[src/design/ssi_ram.sv]
// ----------------------------------------------------------------------------
// ssi_ram: simple dual-port synchronous RAM
// One write port, one read port, read data registered.
// ----------------------------------------------------------------------------
module ssi_ram #(
  parameter int DEPTH = 64,
  parameter int WIDTH = 31
) (
  input  logic                     clk,
  input  logic                     we,
  input  logic [$clog2(DEPTH)-1:0] waddr,
  input  logic [WIDTH-1:0]         wdata,
  input  logic [$clog2(DEPTH)-1:0] raddr,
  output logic [WIDTH-1:0]         rdata
);

  logic [WIDTH-1:0] mem [DEPTH];

  always_ff @(posedge clk) begin
    if (we) begin
      mem[waddr] <= wdata;
    end
  end

  always_ff @(posedge clk) begin
    rdata <= mem[raddr];
  end

endmodule

[config.mk]
export PLATFORM = sky130hd
export DESIGN_NAME = ssi_ram
export DESIGN_NICKNAME = d
export VERILOG_FILES = /design/src/design/ssi_ram.sv
export SDC_FILE = /design/constraint.sdc
export NUM_CORES = 2
export LEC_CHECK = 0
export ABC_CLOCK_PERIOD_IN_PS = 3700
export BUFFER_PORTS_ARGS = -buffer_cell sky130_fd_sc_hd__buf_4
export CORE_ASPECT_RATIO = 1.4
export CORE_MARGIN = 8
export CORE_UTILIZATION = 57
export CTS_CLUSTER_DIAMETER = 50
export DETAILED_ROUTE_END_ITERATION = 7
export HOLD_SLACK_MARGIN = 0.03
export PLACE_DENSITY = 0.76
export SLEW_MARGIN = 20
export SYNTH_ARGS = -nofsm -noshare
export SYNTH_HDL_FRONTEND = slang
export SYNTH_SLANG_ARGS = --single-unit
[constraint.sdc]
create_clock -name clk -period 3.7 [get_ports clk]
set_clock_uncertainty 0.05 [all_clocks]
set_input_delay 0.555 -clock clk [delete_from_list [all_inputs] [get_ports clk]]
set_output_delay 0.555 -clock clk [all_outputs]
set_load 0.02 [all_outputs]
## After elaboration in Yosys (flattened, before gate mapping)

Memory sizes are Yosys's and may differ from the RTL's. A register that Yosys moved wholly into a read port is not among the register bits.
Index checks and enable logic that the tools add are counted.

| storage, ports and cells | value |
|---|---|
| register bits after elaboration | 0 |
| RAM bits | 1984 |
| output and inout port bits | 31 |
| word-level logic and storage cells | 3 |
| memories | 1 |

Memories:

| name | depth | bits a word | rd ports | clocked after memory_dff | wr ports | line | text |
|---|---|---|---|---|---|---|---|
| mem | 64 | 31 | 1 | 1 | 1 | 17 | `logic [WIDTH-1:0] mem [DEPTH];` |

| operators by class | value |
|---|---|
| mux-type cells | 2 |

Operators with widths:

| cell | number |
|---|---|
| two-way mux 1 bit | 2 |

## Depth between registers and ports, before layout

| depth | value |
|---|---|
| depth in word-level cells | 2 |
| gate-level depth with buffers | 10 |
| mapped depth without buffers | 5 |

## Least setup slack after synthesis

No wires, ideal clock.

| timing path | value |
|---|---|
| path type | input -> register |
| start point | in waddr[3] |
| end point | mem mem[48][0] (enable) |
| library setup time | 458 ps |
| data arrival time | 3187 ps |
| required time | 3192 ps |
| setup slack | 6 ps |
| cell stages on the path | 4 |
| path through | clkbuf_1 nor2b_1 nand4b_1 nor3_1 |

RTL lines:

| element | line | text |
|---|---|---|
| start, declared | 11 | `input logic [$clog2(DEPTH)-1:0] waddr,` |
| end, declared | 17 |  |

Straight into the memory's write port.

==> flow_metrics.env <==
export IMPL_required_ns=4.35
export IMPL_pre_cts_ws_ns=0.287
export IMPL_rr_endpoint="rdata[23]$_DFF_P_"
export IMPL_cts_resized=0
export IMPL_place_inst=5243
export IMPL_die_h_um=449
export IMPL_rr_worst_depth=4
export IMPL_yosysMostFrequentCell="edfxtp_1"
export IMPL_cts_sinks=2015
export IMPL_overflow=0
export IMPL_setup_viol=0
export IMPL_syn2layout_area_growth_pct=12.9
export IMPL_dpl_hpwl_um=105000
export IMPL_ys_seq_elements=2015
export IMPL_grt_pass1_vias=38200
export IMPL_final_hold_violation_count=0
export IMPL_setup_slack_ns=1.03
export IMPL_cts_hold_fix_buffers=0
export IMPL_r2r_start="mem[61][23]$_DFFE_PP_"
export IMPL_cts_root_buf="clkbuf_16"
export IMPL_met2_usage_pct=44.0
export IMPL_setup_tns_ns=0
export IMPL_status="complete, no violations"
export IMPL_synth_area_mm2=0.0763
export IMPL_hp_start="wdata[0]"
export IMPL_max_slew_margin_pct=36.5
export IMPL_portBuffers=75
export IMPL_clk_path_buf_depth=3
export IMPL_boundaryPins=76
export IMPL_finalWirelength_um=190000
export IMPL_synth_edf_count=1984
export IMPL_rows=159
export IMPL_htreeDepth=4
export IMPL_synth_area_top_cells="edfxtp_1 (78%), mux4_2 (12%), mux2i_1 (3.9%)"
export IMPL_finalCritPeriodShare_pct=72.2
export IMPL_start_kind="primary input"
export IMPL_synth_top_cell_area_share_pct=78.1
export IMPL_nets=3688
export IMPL_tightestPinTransition_ns=0.953
export IMPL_synth_nets=3463
export IMPL_async_flop_share_pct=0
export IMPL_hold_ws_ns=0.252
export IMPL_clk_pin_slew_ns=0.07
export IMPL_met1_usage_pct=31.5
export IMPL_clk_insertion_delay_late_ns=0.80
export IMPL_min_period_ns=2.67
export IMPL_antenna_left=0
export IMPL_yosysSeqAreaShare_pct=78.9
export IMPL_drive_gt1_share_pct=25.9
export IMPL_worst_hold_path_endpoint="mem[10][0]$_DFFE_PP_"
export IMPL_initial_core_util_pct=57.2
export IMPL_syn_area_per_cell_um2=22.3
export IMPL_post_drt_wl_per_cell_um=34.1
export IMPL_grt_max_degree=69
export IMPL_post_cts_repair_setup_buffers=0
export IMPL_drt_iter0_markers=4637
export IMPL_worstSetupPathType="primary input to flip-flop"
export IMPL_gp_congestion=0.807
export IMPL_min_path_type="primary input to flip-flop"
export IMPL_grt_pass1_wl_um=269000
export IMPL_grt_busiest_layer="met2"
export IMPL_synth_cell_types=33
export IMPL_reg2reg_setup_slack_ns=1.42
export IMPL_ir_drop_mv=0.538
export IMPL_synthCells=3418
export IMPL_first_pass_iters=7
export IMPL_globalRouteTotalUtil_pct=25.6
export IMPL_core_mm2=0.133
export IMPL_fmax_mhz=374
export IMPL_cts_tree="done"
export IMPL_cp_arrival_ns=3.32
export IMPL_synth_commonest_cells="edfxtp_1 (1984), mux4_2 (403), mux2i_1 (295), a22oi_1 (104), o22ai_1 (85)"
export IMPL_power_density_mw_per_mm2=531
export IMPL_use_met3_pct=5.28
export IMPL_drc=0
export IMPL_dieWidth_um=325
export IMPL_cp_end_kind="flip-flop"
export IMPL_min_path_cells=1
export IMPL_slew_violations=0
export IMPL_final_cell_count_no_fill=5566
export IMPL_synth_top_area_cell="edfxtp_1"
export IMPL_vias=37500
export IMPL_cts_made_buffers=169
export IMPL_nFillCells=8247
export IMPL_leakagePower_nw=27.6
export IMPL_cap_violations=0
export IMPL_path_max_fanout=28
export IMPL_rsz0062_at_grt="no"
export IMPL_routed_via_density=6.73
export IMPL_yosys_warnings=0
export IMPL_dieArea_mm2=0.146
export IMPL_synth_main_ff_cell="edfxtp_1"
export IMPL_antenna_found_initial=25
state kept, by name, summed over array words and instances (netlist names):
name	flops
mem	1984
rdata	31
routing by layer:
metal / wire, µm / part of all wire (%)
met4: 8910 / 4.7
met3: 17900 / 9.4
met1: 64500 / 34
met5: 59 / 0.031
met2: 98200 / 52
where the power goes:
| part | switching, mW | total (mW) | internal, mW | leakage, nW |
|---|---|---|---|---|
| clock network | 7.86 | 18.0 | 10.2 | 2.74 |
| registers | 0.113 | 25.4 | 25.3 | 18.1 |
| logic | 1.48 | 2.35 | 0.875 | 6.75 |
| total | 9.45 | 45.7 | 36.3 | 27.6 |
worst max-delay path, cell delays in order:
cell and delay [ns]:
buf_8 0.34, buf_12 0.31, or3b_2 0.31, buf_4 0.30
buf_4 0.23, o22ai_1 0.19, o31ai_1 0.67, and3_1 0.35
worst max path at each step:
stage                        start  slack [ns]  cells after the start              endpoint
after global placement    raddr[0]        0.19                      7     rdata[15]$_DFF_P_
after CTS                 raddr[0]        1.13                      7     rdata[24]$_DFF_P_
after floorplan           waddr[3]       0.006                      4  mem[48][0]$_DFFE_PP_
after detailed placement  raddr[0]        0.29                      7     rdata[23]$_DFF_P_
after global routing      raddr[0]        1.13                      7     rdata[24]$_DFF_P_
final                     raddr[0]        1.03                      8     rdata[22]$_DFF_P_
layout by cell type (no fill, tap or decap), types with 31 or more instances in the layout:
cell,n
dfxtp_1,31
buf_12,45
clkbuf_1,34
mux2i_1,295
o22ai_1,85
clkbuf_16,178
clkinv_2,33
clkinv_1,31
edfxtp_1,1984
nor2_4,63
buf_4,201
a22oi_1,104
mux4_2,403
a31oi_1,52
o21ai_0,49
final cells by class:
cell class | instances | area [µm²] | share of cell area [%]
Antenna cell | 12 | 30.0 | 0.0348
Clock buffer | 217 | 4650 | 5.40
Clock inverter | 94 | 943 | 1.09
Multi-Input combinational cell | 1208 | 15700 | 18.2
Sequential cell | 2015 | 60200 | 69.9
Tap cell | 1771 | 2220 | 2.57
Timing Repair Buffer | 249 | 2450 | 2.85
per-stage QoR:
| step | cell area, µm² | total power [mW] | util [%] |
|---|---|---|---|
| after floorplan | 76300 | 27.0 | - |
| after global placement | 80500 | 28.1 | 60.3 |
| after detailed placement | 80500 | 28.2 | 60.3 |
| after CTS | 86100 | 45.9 | 64.5 |
| after global routing | 86200 | 46.7 | 64.5 |
| final | 86200 | 45.7 | 64.6 |
cell families after synthesis:
logic type             synth area share (%)
AOI/OAI and AO/OA                      3.06
buffers and inverters                  1.22
DFF                                    78.9
muxes                                  15.9
and+or+nand+nor                       0.953
Note: power is estimated with default switching activity, not from simulation.
