==> config.mk <==
export PLATFORM = sky130hd
export DESIGN_NAME = ssi_ctrl
export DESIGN_NICKNAME = d
export VERILOG_FILES = /design/src/design/ssi_pkg.sv /design/src/design/ssi_ctrl.sv
export SDC_FILE = /design/constraint.sdc
export NUM_CORES = 1
export LEC_CHECK = 0
export BUFFER_PORTS_ARGS = -buffer_cell sky130_fd_sc_hd__buf_2
export CAP_MARGIN = 25
export CORE_UTILIZATION = 30
export CTS_CLUSTER_SIZE = 8
export DETAILED_ROUTE_END_ITERATION = 8
export MAX_ROUTING_LAYER = met4
export PLACE_DENSITY_LB_ADDON = 0.05
export REMOVE_ABC_BUFFERS = 1
export SYNTH_ARGS = -nofsm -noshare
export SYNTH_HDL_FRONTEND = slang
export SYNTH_SLANG_ARGS = --single-unit
export TNS_END_PERCENT = 100
==> constraint.sdc <==
create_clock -name clk -period 6.2 [get_ports clk]
set_input_delay 0.31 -clock clk [delete_from_list [all_inputs] [get_ports clk]]
set_output_delay 0.31 -clock clk [all_outputs]
set_load 0.05 [all_outputs]
==> src/design/ssi_pkg.sv <==
// ----------------------------------------------------------------------------
// ssi_pkg: sorted set intersection shared types
// Constants, opcodes, request/result structs and controller states.
// ----------------------------------------------------------------------------
package ssi_pkg;

  localparam int SET_DEPTH = 64;
  localparam int ADDR_W    = $clog2(SET_DEPTH);
  localparam int CNT_W     = $clog2(SET_DEPTH + 1);
  localparam int VAL_W     = 31;

  localparam logic [CNT_W-1:0] SET_FULL = CNT_W'(SET_DEPTH);

  typedef enum logic [1:0] {
    OP_APPEND_A  = 2'd0,
    OP_APPEND_B  = 2'd1,
    OP_INTERSECT = 2'd2,
    OP_CLEAR     = 2'd3
  } opcode_t;

  typedef struct packed {
    opcode_t            opcode;
    logic [VAL_W-1:0]   value;
  } cmd_t;

  typedef struct packed {
    logic [VAL_W-1:0]   element;
    logic               last;
    logic               empty_res;
    logic               overflowed;
  } rsp_t;

  typedef enum logic [1:0] {
    ST_IDLE = 2'd0,
    ST_WALK = 2'd1,
    ST_FIN  = 2'd2
  } state_t;

endpackage

==> src/design/ssi_ctrl.sv <==
// ----------------------------------------------------------------------------
// ssi_ctrl: set loader and merge-walk controller
// Handles appends and clear; walks both stores one compare per cycle unless
// stalled, holding the latest match back so the final one is marked last.
// ----------------------------------------------------------------------------
module ssi_ctrl (
  input  logic                        clk,
  input  logic                        rst,
  input  logic                        cmd_valid,
  output logic                        cmd_stall,
  input  ssi_pkg::cmd_t               cmd,
  output logic                        rsp_valid,
  input  logic                        rsp_stall,
  output ssi_pkg::rsp_t               rsp,
  output logic                        wr_a_en,
  output logic                        wr_b_en,
  output logic [ssi_pkg::ADDR_W-1:0]  wr_a_addr,
  output logic [ssi_pkg::ADDR_W-1:0]  wr_b_addr,
  output logic [ssi_pkg::VAL_W-1:0]   wr_data,
  output logic [ssi_pkg::ADDR_W-1:0]  rd_a_addr,
  output logic [ssi_pkg::ADDR_W-1:0]  rd_b_addr,
  input  logic [ssi_pkg::VAL_W-1:0]   rd_a_data,
  input  logic [ssi_pkg::VAL_W-1:0]   rd_b_data
);

  ssi_pkg::state_t              state, state_next;
  logic [ssi_pkg::CNT_W-1:0]    count_a, count_b;
  logic                         overflow_flag;
  logic [ssi_pkg::CNT_W-1:0]    ia, ia_next, ib, ib_next;
  logic [ssi_pkg::VAL_W-1:0]    pend, pend_next;
  logic                         have, have_next;
  logic                         push;
  ssi_pkg::rsp_t                push_data;

  logic accept, slot_free, walk_done, match;

  assign cmd_stall = (state != ssi_pkg::ST_IDLE);
  assign accept    = cmd_valid && !cmd_stall;
  assign slot_free = !rsp_valid || !rsp_stall;
  assign walk_done = (ia >= count_a) || (ib >= count_b);
  assign match     = (rd_a_data == rd_b_data);

  assign wr_data   = cmd.value;
  assign wr_a_addr = count_a[ssi_pkg::ADDR_W-1:0];
  assign wr_b_addr = count_b[ssi_pkg::ADDR_W-1:0];
  assign wr_a_en   = accept && (cmd.opcode == ssi_pkg::OP_APPEND_A)
                     && (count_a != ssi_pkg::SET_FULL);
  assign wr_b_en   = accept && (cmd.opcode == ssi_pkg::OP_APPEND_B)
                     && (count_b != ssi_pkg::SET_FULL);

  // read address follows the next index so the data lines up with ia/ib
  assign rd_a_addr = ia_next[ssi_pkg::ADDR_W-1:0];
  assign rd_b_addr = ib_next[ssi_pkg::ADDR_W-1:0];

  always_comb begin
    state_next = state;
    case (state)
      ssi_pkg::ST_IDLE: begin
        if (accept && (cmd.opcode == ssi_pkg::OP_INTERSECT)) begin
          state_next = ssi_pkg::ST_WALK;
        end
      end
      ssi_pkg::ST_WALK: begin
        if (walk_done) begin
          state_next = ssi_pkg::ST_FIN;
        end
      end
      ssi_pkg::ST_FIN: begin
        if (slot_free) begin
          state_next = ssi_pkg::ST_IDLE;
        end
      end
      default: state_next = ssi_pkg::ST_IDLE;
    endcase
  end

  always_comb begin
    ia_next   = ia;
    ib_next   = ib;
    pend_next = pend;
    have_next = have;
    push      = 1'b0;
    push_data = '0;
    case (state)
      ssi_pkg::ST_IDLE: begin
        if (accept && (cmd.opcode == ssi_pkg::OP_INTERSECT)) begin
          ia_next   = '0;
          ib_next   = '0;
          have_next = 1'b0;
        end
      end
      ssi_pkg::ST_WALK: begin
        if (!walk_done) begin
          if (match) begin
            // a held match can only be released once the output slot opens
            if (!have || slot_free) begin
              push                 = have;
              push_data.element    = pend;
              push_data.overflowed = overflow_flag;
              pend_next            = rd_a_data;
              have_next            = 1'b1;
              ia_next              = ia + ssi_pkg::CNT_W'(1);
              ib_next              = ib + ssi_pkg::CNT_W'(1);
            end
          end else if (rd_a_data < rd_b_data) begin
            ia_next = ia + ssi_pkg::CNT_W'(1);
          end else begin
            ib_next = ib + ssi_pkg::CNT_W'(1);
          end
        end
      end
      ssi_pkg::ST_FIN: begin
        if (slot_free) begin
          push                 = 1'b1;
          push_data.element    = have ? pend : '0;
          push_data.last       = 1'b1;
          push_data.empty_res  = !have;
          push_data.overflowed = overflow_flag;
        end
      end
      default: ;
    endcase
  end

  always_ff @(posedge clk) begin
    if (rst) begin
      state         <= ssi_pkg::ST_IDLE;
      count_a       <= '0;
      count_b       <= '0;
      overflow_flag <= 1'b0;
      have          <= 1'b0;
      rsp_valid     <= 1'b0;
    end else begin
      state <= state_next;
      have  <= have_next;
      if (accept) begin
        case (cmd.opcode)
          ssi_pkg::OP_APPEND_A: begin
            if (wr_a_en) begin
              count_a <= count_a + ssi_pkg::CNT_W'(1);
            end else begin
              overflow_flag <= 1'b1;
            end
          end
          ssi_pkg::OP_APPEND_B: begin
            if (wr_b_en) begin
              count_b <= count_b + ssi_pkg::CNT_W'(1);
            end else begin
              overflow_flag <= 1'b1;
            end
          end
          ssi_pkg::OP_CLEAR: begin
            count_a       <= '0;
            count_b       <= '0;
            overflow_flag <= 1'b0;
          end
          default: ;
        endcase
      end
      if (push) begin
        rsp_valid <= 1'b1;
      end else if (!rsp_stall) begin
        rsp_valid <= 1'b0;
      end
    end
  end

  always_ff @(posedge clk) begin
    ia   <= ia_next;
    ib   <= ib_next;
    pend <= pend_next;
    if (push) begin
      rsp <= push_data;
    end
  end

endmodule

Word-level counts from Yosys, hierarchy flattened
Cells that the tools add are included.
- word-level logic and storage cells: 119
- register bits after elaboration: 98
- output and inout port bits: 93
- order comparisons: 3
- bitwise logic cells: 1
- add/sub/neg operators: 4
- equality and inequality tests: 22
- reduce and logical (&&, ||, !) cells: 29
- mux-type cells: 45
- operators by type and width (kind ; count):
    31-bit two-way mux ; 4
    7-bit two-way mux ; 12
    31-bit case mux with 2 select lines ; 1
    7-bit case mux with 2 select lines ; 4
    34-bit two-way mux ; 1
    31-bit == test ; 1
    31-bit less-than comparator ; 1
    7-bit by 1-bit adder with 7-bit output, second input constant ; 4
    2-bit inequality test, second input constant ; 10
    1-bit two-way mux ; 15
    5-bit AND reduction ; 3
    7-bit >= comparator ; 2
    7-bit inequality test, second input constant ; 2
    3-bit inequality test, second input constant ; 3
    3-bit AND reduction ; 3
    4-bit AND reduction ; 2
    2-bit nonzero test ; 4
    2-bit == test, second input constant ; 3
    1-bit logical AND ; 6
    2-bit two-way mux ; 3
    1-bit case mux with 2 select lines ; 3
    2-bit case mux with 3 select lines ; 1
    2-bit by 1-bit == test with 1-bit output, second input constant ; 2
    1-bit zero test ; 4
    7 further kinds ; 10

Depth between registers and ports, before layout
- depth after elaboration: 8
- gate-level depth with buffers: 11

Least setup slack after synthesis
OpenSTA, ideal clock, no wires.
- path type: register to register
- start: reg ia[0] (netlist bit)
- end: reg rsp[0] (netlist bit) (enable)
- buffers on the path: 0
- library setup time: 0.437 ns
- slack: 2.208 ns
- cell stages (with the launch flop): 10
- arrival: 3.556 ns
- cells stage by stage: dfxtp_1 inv_1 ha_1 nand2b_1 a21o_1 a211oi_2 o22ai_2 nor3_4 nand3_2 a21oi_1
- cells in the longest elaborated chain, start to end: 4
- RTL lines (element ; RTL line ; text):
    from (decl) ; ssi_ctrl.sv:29 ; logic [ssi_pkg::CNT_W-1:0] ia, ia_next, ib, ib_next;
    from (signal assigned) ; ssi_ctrl.sv:169 ; ia <= ia_next;
    7-bit >= comparator ; ssi_ctrl.sv:40 ; assign walk_done = (ia >= count_a) || (ib >= count_b);
    1-bit logical OR ; ssi_ctrl.sv:40 ;
    1-bit two-way mux ; ssi_ctrl.sv:93 ; if (!walk_done) begin
    1-bit case mux with 2 select lines ; ssi_ctrl.sv:84 ; case (state)
    net push ; ssi_ctrl.sv:32 ; logic push;
    to (signal assigned) ; ssi_ctrl.sv:173 ; rsp <= push_data;
    to (decl) ; ssi_ctrl.sv:14 ; output ssi_pkg::rsp_t rsp,
The timed path passes the listed nets, and every way through them passes these cells.
A chain may end at the register's enable or synchronous reset.

Worst setup path after layout
- start: reg ia[0] (netlist bit)
- end: out rd_a_addr[1] (netlist bit)
- cells in the longest elaborated chain, start to end: 5
- RTL lines (element ; RTL line ; text):
    7-bit by 1-bit adder with 7-bit output ; ssi_ctrl.sv:102, ssi_ctrl.sv:106 ;
    7-bit two-way mux (on tied branches) ; ssi_ctrl.sv:105, ssi_ctrl.sv:96 ;
    7-bit two-way mux ; ssi_ctrl.sv:94 ; if (match) begin
    7-bit two-way mux * ; ssi_ctrl.sv:93 ;
    7-bit case mux with 2 select lines * ; ssi_ctrl.sv:84 ;
    to (decl) ; ssi_ctrl.sv:20 ; output logic [ssi_pkg::ADDR_W-1:0] rd_a_addr,
Mark *: on every way between the ends. The rest lies on a longest branch, timed or not. The select of a mux whose other input is x is not followed.

==> flow_summary_export.csv <==
group,metric,value,unit
outcome,status,"finished clean",
synth,synth_area_leaders,"edfxtp_1 (35%), ha_1 (12%), dfxtp_1 (11%)",
synth,yosysWarningCount,0,
synth,synth-compound-area-share,10.1,%
clock_tree,numCtsBuffers,9,
clock_tree,clk_pin_slew,0.07,ns
setup_path,startpoint_type,"flip-flop",
pwr,power.total,1470,uW
clock_tree,cts_hold_buf,0,
clock_tree,clk_latency,0.35,ns
cells_and_area,multi_input_area,0.00236,mm2
sta,drv_slew,0,
global_route,antenna_found_initial,0,
routing,totalWireLength,14200,um
synth,synth_cells,545,
pwr,leakage,0.00268,uW
pwr,peakVddDrop,0.000132,V
setup_path,r2r_cells,10,
floorplan,ioPinCount,192,
clock_tree,clk_path_buf_depth,2,
routing,remaining_drc_errors,0,
sta,finalHoldViolations,0,
global_route,grt_overflow,0,
global_route,grt_max_degree,35,
global_route,grt_pass1_wl,22500,um
sta,slew_headroom,46.0,%
synth,synth_top_area_share,35.3,%
sta,setup_viol,0,
setup_path,timing.rr.start,"ia[0]",
placement,dp_cells,845,
synth,synth_area,0.00570,mm2
floorplan,start_util,30.6,%
global_route,track_usage,15.7,%
floorplan,die-area,0.0195,mm2
setup_path,crit_path_max_fanout,19,
clock_tree,post-cts-setup-buffers,0,
sta,rsz0062_at_grt,"no",
synth,async_reset_ff_share,0,%
synth,synth_area_per_cell,10.5,um2
cells_and_area,instances_no_fill,860,
clock_tree,clock_sinks,98,
hold_path,min_delay_path_depth,1,
synth,netlist_top_cells_count,"edfxtp_1 (67), inv_1 (63), buf_4 (58)",
synth,synthFlopType,"edfxtp_1",
routing,viasPerCell,4.65,
sta,worst_clock_skew,0.00642,ns
synth,ys_ff_latch,98,
placement,hpwl,10900,um
floorplan,rows,50,
sta,max_freq,275,MHz
placement,port_buffers,129,
routing,wl_per_cell,16.6,um
cells_and_area,register_area,0.00263,mm2
setup_path,worstReg2RegEnd,"rsp[24]",
setup_path,r2r_slack,2.84,ns
hold_path,hp-start,"rd_a_data[10]",
clock_tree,htree_levels,3,
synth,synth_edf_count,67,
setup_path,end_kind,"output pin",
setup_path,cp.arrival,3.32,ns
clock_tree,cts-root-buf,"clkbuf_16",
sta,setup_tns,0,ns
cells_and_area,nNetsFinal,775,
floorplan,core,0.0186,mm2
hold_path,hold_path_class,"input port to flip-flop",
setup_path,crit_required,5.89,ns
synth,synth_top_family_by_area,"simple AND/OR/NAND/NOR gates",
synth,synth_xor_area_share,1.84,%
clock_tree,cts_resized,0,
synth,synth_largest_area_cell,"edfxtp_1",
synth,yosys-mux-area-fraction,0.351,%
setup_path,critical_path_class,"flip-flop to output pin",
sta,period_share,58.6,%
placement,place.gp.congestion,0.779,
global_route,first_global_vias,3925,
cells_and_area,n_antenna_cell,0,
cells_and_area,syn_to_final_growth,13.6,%
flow_run,cap_violations,0,
floorplan,die_x,140,um
synth,yosys.area_share.simple,17.0,%
routing,first_iter_violations,213,
pwr,powerDensity,227,mW/mm2
floorplan,die_y,140,um
sta,worst_pin_slew,0.811,ns
synth,post-synth-top-count-cell,"edfxtp_1",
sta,min_period,3.63,ns
routing,first_pass_iters,4,
sta,whs,0.150,ns
routing,vias,4000,
hold_path,hold-path-endpoint,"pend[10]",
synth,synth-adder-area-share,11.9,%
cells_and_area,final_layout_size_suffix_gt1_share,26.5,%
clock_tree,cts_tree,"yes",
synth,synth_cell_types,59,
routing,ant_nets,0,
cells_and_area,num-fill-cells,1935,
synth,seq_area_frac_synth,46.2,%
## state kept, by name, indices dropped and copies added (netlist names)
register,flops
count_b,7
rsp,34
have,1
count_a,7
rsp_valid,1
pend,31
ib,7
ia,7
state,2
overflow_flag,1
## through the flow
stage                     utilization, %  setup slack (ns)  cell area [um2]
after floorplan                        -              1.74             5210
final                               34.7              2.57             6470
after CTS                           34.7              2.51             6470
after global routing                34.7              2.22             6470
after detailed placement            33.1              2.81             6180
after global placement              33.1              2.88             6180
## where the power goes
part,internal [uW],total (uW),switching (uW),leakage (uW)
sequential,702,715,12.4,0.000792
clock,312,570,258,0.000136
combinational,64.4,182,118,0.00175
total,1080,1470,388,0.00268
## critical path, stage by stage (launching register included)
cell,delay [ns]
dfxtp_1,0.41
inv_1,0.09
ha_1,0.27
nand2b_1,0.14
a21o_1,0.18
a211oi_2,0.28
o22ai_2,0.16
nor3_4,0.62
a31oi_2,0.23
o21ai_1,0.27
buf_2,0.31
## cells by family after synthesis
logic type      Yosys count
xor+xnor                 12
simple gates            172
fa+ha+maj                54
buf+inv                 128
flops                    98
compound gates           79
mux                       2
## per-layer routing
| layer | global-route usage, % | vias up | wire length [um] |
|---|---|---|---|
| met3 | 4.54 | 14 | 877 |
| met1 | 20.2 | 1832 | 6850 |
| li1 | - | 2026 | - |
| met2 | 23.1 | 128 | 6270 |
| met5 | - | - | 0 |
| met4 | 6.02 | 0 | 243 |
## how the worst max path moves through the flow
stage	depth (start not counted)	startpoint	to	slack, ns
4_1_cts	10	ia[0]	rd_b_addr[3]	2.51
2_1_floorplan	9	count_b[2]	rsp[0]	1.74
5_1_grt	10	ib[0]	rd_b_addr[3]	2.22
3_5_place_dp	10	ia[0]	rsp[29]	2.81
3_3_place_gp	8	count_b[6]	rsp[23]	2.88
6_report	10	ia[0]	rd_a_addr[1]	2.57
## cell type report
cell class	instances	area share (%)
flip-flops and latches	98	40.7
repair buffers	131	10.2
clock buffers	9	3.48
clock inverters	6	1.02
inverters	63	3.65
well taps	234	4.53
multi-input cells	319	36.4
## cells in the final DEF (no fill, tap or decap), drive strengths merged, types with 3 or more instances in the layout
cell and instances:
nand2 33, a31o 4, clkbuf 9, a221oi 4
a31oi 7, and2 35, a21oi 23, nor4 7
xnor2 12, inv 65, nand2b 5, o211ai 4
dfxtp 31, nand3 21, buf 131, nor3 7
nand4 18, nor2 29, a2bb2oi 3, and4 4
nor2b 3, o21ai 13, and3 4, edfxtp 67
a211oi 3, a21o 5, ha 54
No activity file was read; power rests on OpenSTA's default activity.
